## src/rtl/fcd_pkg.sv

```systemverilog
`timescale 1ns / 1ps

package fcd_pkg;

    // Result kinds
    typedef enum logic [3:0] {
        KIND_VALVE     = 4'd0,
        KIND_PUMP      = 4'd1,
        KIND_PRESSURE  = 4'd2,
        KIND_UPTIME    = 4'd3,
        KIND_ERROR     = 4'd4,
        KIND_BAD_COUNT = 4'd5,
        KIND_BAD_SIZE  = 4'd6,
        KIND_UNKNOWN   = 4'd7,
        KIND_SHORT     = 4'd8
    } t_kind;

    // Configuration register indexes
    typedef enum logic [2:0] {
        CFG_START    = 3'd0,
        CFG_STOP     = 3'd1,
        CFG_ESCAPE   = 3'd2,
        CFG_VALVE    = 3'd3,
        CFG_PUMP     = 3'd4,
        CFG_PRESSURE = 3'd5,
        CFG_UPTIME   = 3'd6,
        CFG_ERROR    = 3'd7
    } t_cfg_index;

    localparam int unsigned KEEP_PARAMS  = 3;
    localparam int unsigned UPTIME_BYTES = 4;
    localparam logic [3:0]  COUNT_MAX    = 4'd15;

    // Body length states (saturates at two)
    localparam logic [1:0] BODY_EMPTY = 2'd0;
    localparam logic [1:0] BODY_CMD   = 2'd1;
    localparam logic [1:0] BODY_PARAM = 2'd2;

    // One decoded request
    typedef struct packed {
        t_kind       kind;
        logic [7:0]  command_code;
        logic [7:0]  unit_number;
        logic        on_state;
        logic [7:0]  setpoint;
        logic [7:0]  measured;
        logic [31:0] uptime;
        logic [3:0]  param_count;
    } t_result;

endpackage

```

## src/rtl/framed_command_decoder_core.sv

```systemverilog
`timescale 1ns / 1ps

// Framed command decoder.
// Input channel: one received serial byte per request on i_rx_byte, taken
// when i_in_valid is high and o_in_stall is low. Bytes are dropped until the
// start code; inside a frame the escape code makes the next byte literal and
// an unescaped stop code closes the frame.
// Output channel: one decoded request per closed frame (kind, command and
// fields), taken when o_out_valid is high and i_out_stall is low.
// Throughput: one byte per cycle while o_in_stall is low. Each byte updates the
// frame state in the cycle it is taken; the result of a stop code is registered
// into the output register, or into the skid stage while that register waits.
// Stalls: the output register has a one-entry skid stage behind it, so the
// block keeps taking bytes while a result waits. Only when both are full does
// o_in_stall go high, and it is driven from a register.
// Reset (i_rst_n low, synchronous): frame state cleared, waiting for a start
// code, output empty, codes back to 240/241/242 and commands 1,2,3,5,6.
// Configuration: i_cfg_we writes i_cfg_data to register i_cfg_index; write
// only while the block is idle.
module framed_command_decoder_core (
    input  logic        i_clk,
    input  logic        i_rst_n,
    // configuration
    input  logic        i_cfg_we,
    input  logic [2:0]  i_cfg_index,
    input  logic [7:0]  i_cfg_data,
    // byte input
    input  logic        i_in_valid,
    output logic        o_in_stall,
    input  logic [7:0]  i_rx_byte,
    // result output
    output logic        o_out_valid,
    input  logic        i_out_stall,
    output logic [3:0]  o_kind,
    output logic [7:0]  o_command_code,
    output logic [7:0]  o_unit_number,
    output logic        o_on_state,
    output logic [7:0]  o_setpoint,
    output logic [7:0]  o_measured,
    output logic [31:0] o_uptime,
    output logic [3:0]  o_param_count
);

    // Configuration registers
    logic [7:0] r_start_code, r_stop_code, r_escape_code;
    logic [7:0] r_valve_cmd, r_pump_cmd, r_pressure_cmd, r_uptime_cmd, r_error_cmd;

    // Frame state
    logic        r_in_frame,   n_in_frame;
    logic        r_esc_pend,   n_esc_pend;
    logic [1:0]  r_body_len,   n_body_len;
    logic [7:0]  r_cmd_byte,   n_cmd_byte;
    logic        r_expect_len, n_expect_len;
    logic [7:0]  r_bytes_left, n_bytes_left;
    logic [3:0]  r_params,     n_params;
    logic [7:0]  r_first [fcd_pkg::KEEP_PARAMS];
    logic [7:0]  n_first [fcd_pkg::KEEP_PARAMS];
    logic [7:0]  r_plen  [fcd_pkg::KEEP_PARAMS];
    logic [7:0]  n_plen  [fcd_pkg::KEEP_PARAMS];
    logic [31:0] r_uptime,     n_uptime;

    // Output register and skid stage
    logic            r_out_valid, n_out_valid;
    logic            r_skid_valid, n_skid_valid;
    fcd_pkg::t_result r_out, n_out;
    fcd_pkg::t_result r_skid, n_skid;

    logic            w_accept;
    logic            w_res_valid;
    fcd_pkg::t_result w_res;

    assign o_in_stall = r_skid_valid;
    assign w_accept   = i_in_valid && !r_skid_valid;

    // Configuration writes
    always_ff @(posedge i_clk) begin
        if (!i_rst_n) begin
            r_start_code   <= 8'd240;
            r_stop_code    <= 8'd241;
            r_escape_code  <= 8'd242;
            r_valve_cmd    <= 8'd1;
            r_pump_cmd     <= 8'd2;
            r_pressure_cmd <= 8'd3;
            r_uptime_cmd   <= 8'd5;
            r_error_cmd    <= 8'd6;
        end else if (i_cfg_we) begin
            unique case (fcd_pkg::t_cfg_index'(i_cfg_index))
                fcd_pkg::CFG_START:    r_start_code   <= i_cfg_data;
                fcd_pkg::CFG_STOP:     r_stop_code    <= i_cfg_data;
                fcd_pkg::CFG_ESCAPE:   r_escape_code  <= i_cfg_data;
                fcd_pkg::CFG_VALVE:    r_valve_cmd    <= i_cfg_data;
                fcd_pkg::CFG_PUMP:     r_pump_cmd     <= i_cfg_data;
                fcd_pkg::CFG_PRESSURE: r_pressure_cmd <= i_cfg_data;
                fcd_pkg::CFG_UPTIME:   r_uptime_cmd   <= i_cfg_data;
                fcd_pkg::CFG_ERROR:    r_error_cmd    <= i_cfg_data;
                default: ;
            endcase
        end
    end

    // Result of the frame closing now (uses the state before the stop code)
    always_comb begin
        logic cmd_valve, cmd_pump, ones2, ones3;
        cmd_valve = (r_cmd_byte == r_valve_cmd);
        cmd_pump  = (r_cmd_byte == r_pump_cmd);
        ones2     = (r_plen[0] == 8'd1) && (r_plen[1] == 8'd1);
        ones3     = ones2 && (r_plen[2] == 8'd1);

        w_res              = '0;
        w_res.kind         = fcd_pkg::KIND_UNKNOWN;
        w_res.command_code = r_cmd_byte;
        w_res.param_count  = r_params;
        priority if (r_body_len != fcd_pkg::BODY_PARAM) begin
            w_res.kind = fcd_pkg::KIND_SHORT;
        end else if (cmd_valve || cmd_pump) begin
            if (r_params != 4'd2) begin
                w_res.kind = fcd_pkg::KIND_BAD_COUNT;
            end else if (!ones2) begin
                w_res.kind = fcd_pkg::KIND_BAD_SIZE;
            end else begin
                w_res.kind        = cmd_valve ? fcd_pkg::KIND_VALVE : fcd_pkg::KIND_PUMP;
                w_res.unit_number = r_first[0];
                w_res.on_state    = (r_first[1] != 8'd0);
            end
        end else if (r_cmd_byte == r_pressure_cmd) begin
            if (r_params != 4'd3) begin
                w_res.kind = fcd_pkg::KIND_BAD_COUNT;
            end else if (!ones3) begin
                w_res.kind = fcd_pkg::KIND_BAD_SIZE;
            end else begin
                w_res.kind        = fcd_pkg::KIND_PRESSURE;
                w_res.unit_number = r_first[0];
                w_res.setpoint    = r_first[1];
                w_res.measured    = r_first[2];
            end
        end else if (r_cmd_byte == r_uptime_cmd) begin
            if (r_params != 4'd1) begin
                w_res.kind = fcd_pkg::KIND_BAD_COUNT;
            end else if (r_plen[0] != 8'(fcd_pkg::UPTIME_BYTES)) begin
                w_res.kind = fcd_pkg::KIND_BAD_SIZE;
            end else begin
                w_res.kind   = fcd_pkg::KIND_UPTIME;
                w_res.uptime = r_uptime;
            end
        end else if (r_cmd_byte == r_error_cmd) begin
            w_res.kind = fcd_pkg::KIND_ERROR;
        end else begin
            w_res.kind = fcd_pkg::KIND_UNKNOWN;
        end
    end

    // Frame state update for one accepted byte
    always_comb begin
        logic       take, stop_hit;
        logic [7:0] b;
        logic [1:0] idx;
        logic       keep;
        logic [7:0] cur_len, pos, left;
        b        = i_rx_byte;
        take     = 1'b0;
        stop_hit = 1'b0;
        idx      = r_params[1:0];
        keep     = (r_params < 4'(fcd_pkg::KEEP_PARAMS));
        cur_len  = (idx == 2'd0) ? r_plen[0] : ((idx == 2'd1) ? r_plen[1] : r_plen[2]);
        pos      = cur_len - r_bytes_left;
        left     = r_bytes_left - 8'd1;

        n_in_frame   = r_in_frame;
        n_esc_pend   = r_esc_pend;
        n_body_len   = r_body_len;
        n_cmd_byte   = r_cmd_byte;
        n_expect_len = r_expect_len;
        n_bytes_left = r_bytes_left;
        n_params     = r_params;
        n_first      = r_first;
        n_plen       = r_plen;
        n_uptime     = r_uptime;

        // Framing: start, escape, stop
        if (w_accept) begin
            priority if (!r_in_frame) begin
                if (b == r_start_code) begin
                    n_in_frame = 1'b1;
                end
            end else if (r_esc_pend) begin
                n_esc_pend = 1'b0;
                take       = 1'b1;
            end else if (b == r_escape_code) begin
                n_esc_pend = 1'b1;
            end else if (b == r_stop_code) begin
                stop_hit   = 1'b1;
            end else begin
                take       = 1'b1;
            end
        end

        // Body: command byte, then length-prefixed parameters
        if (take) begin
            if (r_body_len == fcd_pkg::BODY_EMPTY) begin
                n_cmd_byte   = b;
                n_body_len   = fcd_pkg::BODY_CMD;
                n_expect_len = 1'b1;
            end else begin
                n_body_len = fcd_pkg::BODY_PARAM;
                if (r_expect_len) begin
                    n_bytes_left = b;
                    n_expect_len = 1'b0;
                    if (keep) begin
                        n_plen[idx] = b;
                    end
                    if (b == 8'd0) begin
                        n_expect_len = 1'b1;
                        if (r_params != fcd_pkg::COUNT_MAX) begin
                            n_params = r_params + 4'd1;
                        end
                    end
                end else begin
                    if (keep) begin
                        if (pos == 8'd0) begin
                            n_first[idx] = b;
                        end
                        if (idx == 2'd0 && pos < 8'(fcd_pkg::UPTIME_BYTES)) begin
                            n_uptime = r_uptime | ({24'd0, b} << {pos[1:0], 3'b000});
                        end
                    end
                    n_bytes_left = left;
                    if (left == 8'd0) begin
                        n_expect_len = 1'b1;
                        if (r_params != fcd_pkg::COUNT_MAX) begin
                            n_params = r_params + 4'd1;
                        end
                    end
                end
            end
        end

        // Start code or stop code: fresh message state
        if (stop_hit || (w_accept && !r_in_frame && b == r_start_code)) begin
            n_in_frame   = !stop_hit;
            n_esc_pend   = 1'b0;
            n_body_len   = fcd_pkg::BODY_EMPTY;
            n_cmd_byte   = 8'd0;
            n_expect_len = 1'b1;
            n_bytes_left = 8'd0;
            n_params     = 4'd0;
            n_uptime     = 32'd0;
            for (int i = 0; i < int'(fcd_pkg::KEEP_PARAMS); i++) begin
                n_first[i] = 8'd0;
                n_plen[i]  = 8'd0;
            end
        end

        w_res_valid = stop_hit;
    end

    // Output register with skid stage
    always_comb begin
        logic out_take;
        out_take     = r_out_valid && !i_out_stall;
        n_out_valid  = r_out_valid;
        n_out        = r_out;
        n_skid_valid = r_skid_valid;
        n_skid       = r_skid;
        if (r_skid_valid) begin
            if (out_take) begin
                n_out        = r_skid;
                n_skid_valid = 1'b0;
            end
        end else if (!r_out_valid || out_take) begin
            n_out_valid = w_res_valid;
            n_out       = w_res;
        end else if (w_res_valid) begin
            n_skid_valid = 1'b1;
            n_skid       = w_res;
        end
    end

    always_ff @(posedge i_clk) begin
        if (!i_rst_n) begin
            r_in_frame   <= 1'b0;
            r_esc_pend   <= 1'b0;
            r_body_len   <= fcd_pkg::BODY_EMPTY;
            r_cmd_byte   <= 8'd0;
            r_expect_len <= 1'b1;
            r_bytes_left <= 8'd0;
            r_params     <= 4'd0;
            r_uptime     <= 32'd0;
            for (int i = 0; i < int'(fcd_pkg::KEEP_PARAMS); i++) begin
                r_first[i] <= 8'd0;
                r_plen[i]  <= 8'd0;
            end
            r_out_valid  <= 1'b0;
            r_skid_valid <= 1'b0;
        end else begin
            r_in_frame   <= n_in_frame;
            r_esc_pend   <= n_esc_pend;
            r_body_len   <= n_body_len;
            r_cmd_byte   <= n_cmd_byte;
            r_expect_len <= n_expect_len;
            r_bytes_left <= n_bytes_left;
            r_params     <= n_params;
            r_uptime     <= n_uptime;
            r_first      <= n_first;
            r_plen       <= n_plen;
            r_out_valid  <= n_out_valid;
            r_skid_valid <= n_skid_valid;
        end
    end

    // Result payload, no reset
    always_ff @(posedge i_clk) begin
        r_out  <= n_out;
        r_skid <= n_skid;
    end

    assign o_out_valid    = r_out_valid;
    assign o_kind         = r_out.kind;
    assign o_command_code = r_out.command_code;
    assign o_unit_number  = r_out.unit_number;
    assign o_on_state     = r_out.on_state;
    assign o_setpoint     = r_out.setpoint;
    assign o_measured     = r_out.measured;
    assign o_uptime       = r_out.uptime;
    assign o_param_count  = r_out.param_count;

    // Skid stage only fills behind a full output register
    a_skid_behind_out: assert property (@(posedge i_clk) disable iff (!i_rst_n)
        r_skid_valid |-> r_out_valid)
        else $error("skid stage full while output register empty");

    // A result arriving at a stalled output lands in the skid stage
    a_skid_load: assert property (@(posedge i_clk) disable iff (!i_rst_n)
        (r_out_valid && i_out_stall && !r_skid_valid && w_res_valid) |=> r_skid_valid)
        else $error("result lost at stalled output");

    // Outside a frame the message state is clean
    a_idle_clean: assert property (@(posedge i_clk) disable iff (!i_rst_n)
        !r_in_frame |-> (!r_esc_pend && r_body_len == fcd_pkg::BODY_EMPTY
                         && r_params == 4'd0))
        else $error("message state not cleared outside a frame");

    // Body length saturates at two
    a_body_len_sat: assert property (@(posedge i_clk) disable iff (!i_rst_n)
        r_body_len != 2'd3)
        else $error("body length out of range");

endmodule

```

## config.mk

```make
export PLATFORM = sky130hd
export DESIGN_NAME = framed_command_decoder_core
export DESIGN_NICKNAME = d
export VERILOG_FILES = /design/src/rtl/fcd_pkg.sv /design/src/rtl/framed_command_decoder_core.sv
export SDC_FILE = /design/constraint.sdc
export NUM_CORES = 1
export LEC_CHECK = 0
export ABC_CLOCK_PERIOD_IN_PS = 13100
export BUFFER_PORTS_ARGS = -buffer_cell sky130_fd_sc_hd__buf_4
export CAP_MARGIN = 10
export CORE_ASPECT_RATIO = 1.1
export CORE_MARGIN = 2
export CORE_UTILIZATION = 60
export CTS_BUF_LIST = sky130_fd_sc_hd__clkbuf_8
export DETAILED_ROUTE_END_ITERATION = 10
export GPL_TIMING_DRIVEN = 0
export PLACE_DENSITY = 0.79
export SYNTH_ARGS = -nofsm -noshare
export SYNTH_HDL_FRONTEND = slang
export SYNTH_SLANG_ARGS = --single-unit
```

## constraint.sdc

```tcl
create_clock -name i_clk -period 13.1 [get_ports i_clk]
set_input_delay 1.965 -clock i_clk [delete_from_list [all_inputs] [get_ports i_clk]]
set_output_delay 1.965 -clock i_clk [all_outputs]
set_load 0.005 [all_outputs]
```

==> metrics.md <==
| Metric | Value |
|---|---|
| Status | `finished clean` |
| First-pass GRT wire length | `53.5 mm` |
| Share of cells above drive strength 1 | `16.0%` |
| Post-Syn Area | `0.0140 mm2` |
| Die extent in x | `149 um` |
| Yosys cell types | `63` |
| Worst vdd ir | `0.102 mV` |
| TNS Setup | `0 ns` |
| Slowest Stage Delay on Critical Path | `0.54 ns` |
| Async S/R FF share, synth | `0%` |
| CTS Buf Count | `48` |
| Synth Instances | `1311` |
| Fillers | `1673` |
| Commonest cells in the netlist | `211 x nand2_1, 171 x dfxtp_1, 146 x edfxtp_1` |
| Fin. Hold Viols | `0` |
| Die Span Y | `164 um` |
| # IOs | `99` |
| Core area | `0.0229 mm2` |
| Clk Tree Root Cell | `clkbuf_8` |
| Final period utilization | `35.0%` |
| Count of flip-flops with a built-in enable after synthesis | `146` |
| Relative slew slack | `30.3%` |
| GP Congestion | `0.908` |
| Clock share of power | `43.0%` |
| I/O Buffers | `80` |
| Ranking of synthesized cells by area | `edfxtp_1 31%, dfxtp_1 25%, nand2_1 5.7%` |
| TritonRoute pass-1 iters | `8` |
| Critical path buffers and inverters | `3` |
| Vias in the first global route | `10.1k` |
| P_sw | `426 uW` |
| Die area | `0.0245 mm2` |
| Rows | `58` |
| Post_cts resized | `0` |
| Syn Nets | `1350` |
| WS Path Type | `reg -> reg` |
| Pin count of the biggest net entering global routing | `72` |
| Seq pwr share | `53.8%` |
| DRT iter0 DRCs | `721` |
| #FFs+latches synth | `317` |
| Syn Area/Cell | `10.6 um2` |
| Combinational Power Share | `3.2%` |
| CTS tree | `yes` |
| Crit. End Element | `flop` |
| Class of the worst hold path | `reg -> reg` |
| Post-route ant nets | `0` |
| Number of inserted diodes | `0` |
| Crit start category | `flop` |
| Overall Global Routing Usage | `27.9%` |
| Number of vias per cell | `5.77` |
| Worst reg2reg path startpoint | `r_params[0]` |
| Crit. path cell count | `14` |
| Static leakage | `0.00652 uW` |
| Synth warn | `0` |
| Worst R2R Path Depth | `14` |
| Clock latency on the worst-skew pair | `0.57 ns` |
| Final wirelength | `33.4 mm` |
| Cts hold-fix bufs | `0` |
| Critical Path Fanout Max | `10` |
| Power Total | `1920 uW` |
| Crit path cell chain | `inv_1 > ha_1 > clkbuf_1 > clkbuf_1 > a21oi_1 > ha_1 > fa_1 > nor2b_1 > o22ai_1 > or4_4 > nor4_4 > nand4_2 > mux2i_1 > nor2_1` |
| Vias post-DR | `10.3k` |
| Util after Layout | `70.0%` |
| PwrDens | `120 mW/mm2` |
| CTS Sinks | `317` |
| Post-Layout Cell Count | `1784` |
| R2r endpoint | `r_first[3]` |
| Clock Skew | `0.0324 ns` |
| Fin crit period | `4.59 ns` |
| R2r setup slk | `8.51 ns` |
| RSZ-0062 raised after global routing | `no` |
| Commonest register cell after synthesis | `dfxtp_1` |
| Slowest cell on crit path | `or4_4` |
| Mean routed wirelength per cell | `18.7 um` |
| Final Slew Violations | `0` |
| Grt total ovfl | `0` |
| Initial antenna violation count | `0` |
| CP Data Required Time | `13.51 ns` |
| Tightest Pin Transition | `1.02 ns` |
| Final nets | `1483` |
| Placed cells | `1694` |
| CTS max path bufs | `3` |
| Area occupied by multi-input gates | `0.00576 mm2` |
| Post-synth top area cell | `edfxtp_1` |
| Layout area overhead | `14.8%` |
| Max_cap viols | `0` |
| Clk slew on worst S/H paths | `0.06 ns` |
| Setup crit start | `r_params[0]` |
| Internal | `1500 uW` |
| Peak Freq | `218 MHz` |
| Critical path endpoint | `r_first[3]` |
| Sequential cell area fraction in the yosys report | `56.0%` |
| # DRC | `0` |
| Post-CTS Setup Repair Bufs | `0` |
| Register area | `0.00781 mm2` |
| Synth top area share | `31.4%` |
| H-tree depth | `2` |
| Most common cell in the netlist | `nand2_1` |
| DP HPWL | `22.8 mm` |
| Final setup fails | `0` |
| Initial core utilization | `61.0%` |
| CP top delay family | `simple AND/OR/NAND/NOR gates` |
| Switching part of the total | `22.1%` |
| Critical path arrival | `5.00 ns` |
[power groups by stage]
| stage | logic, uW | clock network (uW) | registers [uW] |
|---|---|---|---|
| after floorplan | 37.9 | 0 | 1060 |
| after global placement | 59.0 | 0 | 1060 |
| after detailed placement | 60.0 | 0 | 1060 |
| after CTS | 60.2 | 837 | 1030 |
| after global routing | 66.1 | 887 | 1030 |
| final | 61.6 | 827 | 1030 |
[layout make-up]
type,instances,area share (%)
Inverter,23,0.539
Clock inverter,38,1.71
Tap cell,300,2.34
Timing Repair Buffer,83,4.22
Multi-Input combinational cell,891,36.0
Sequential cell,317,48.8
Buffer,80,1.98
Clock buffer,52,4.47
[per-layer routing]
layer	vias to the layer above	global-route usage, %	part of all wire [%]
met3	74	4.58	6.9
met4	0	11.8	3.2
li1	4851	-	-
met1	4972	37.0	43
met2	392	45.6	47
met5	-	0	0
[logic make-up after synthesis]
logic type / synth area share (%)
AND/OR/NAND/NOR: 18.4
flip-flops: 56.0
AO/OA/AOI/OAI: 8.26
multiplexers: 8.66
buffers and inverters: 2.89
XOR/XNOR: 4.46
adder cells (fa/ha/maj): 1.40
[worst min-delay path by stage]
stage | start | to | slack (ns) | depth (start not counted)
floorplan | r_cmd_byte[1] | r_skid[62] | 0.40 | 0
global placement | r_cmd_byte[1] | r_skid[62] | 0.41 | 0
detailed placement | r_cmd_byte[1] | r_skid[62] | 0.41 | 0
CTS | r_cmd_byte[1] | r_skid[62] | 0.43 | 0
global route | r_cmd_byte[0] | r_skid[61] | 0.44 | 0
finish | r_cmd_byte[1] | r_skid[62] | 0.43 | 0
[cell usage in the layout (no fill, tap or decap), types with 16 or more instances in the layout]
cell type,Yosys,final
inv_1,23,37
nor2_1,89,89
dfxtp_1,171,171
nor4_1,20,20
a21oi_1,39,39
o21ai_0,36,36
nand2b_1,16,16
nor3_1,19,19
nand2_1,211,211
and2_1,58,58
buf_4,0,80
clkbuf_8,0,52
clkbuf_1,60,60
a22o_1,25,25
mux2i_1,51,50
a21boi_0,43,43
mux2_2,62,62
edfxtp_1,146,146
xor2_1,59,59
nand3_1,54,54
[registers in the layout (all words and copies together) (netlist names), 8 cells and up]
| register | flops |
|---|---|
| o_unit_number | 8 |
| r_valve_cmd | 8 |
| r_uptime | 32 |
| r_stop_code | 8 |
| o_uptime | 32 |
| o_setpoint | 8 |
| o_measured | 8 |
| r_pressure_cmd | 8 |
| r_start_code | 8 |
| r_uptime_cmd | 8 |
| r_bytes_left | 8 |
| r_pump_cmd | 8 |
| r_plen | 24 |
| r_skid | 73 |
| r_escape_code | 8 |
| o_command_code | 8 |
| r_error_cmd | 8 |
| r_first | 24 |
| r_cmd_byte | 8 |
[through the flow]
| stage | setup slack, ns | instance area (um2) | hold WS [ns] |
|---|---|---|---|
| after floorplan | 6.83 | 14000 | 0.403 |
| after global placement | 5.12 | 14900 | 0.405 |
| after detailed placement | 8.16 | 15000 | 0.414 |
| after CTS | 8.58 | 16000 | 0.429 |
| after global routing | 8.21 | 16000 | 0.436 |
| final | 8.51 | 16000 | 0.428 |
No activity file was read; power rests on OpenSTA's default activity.
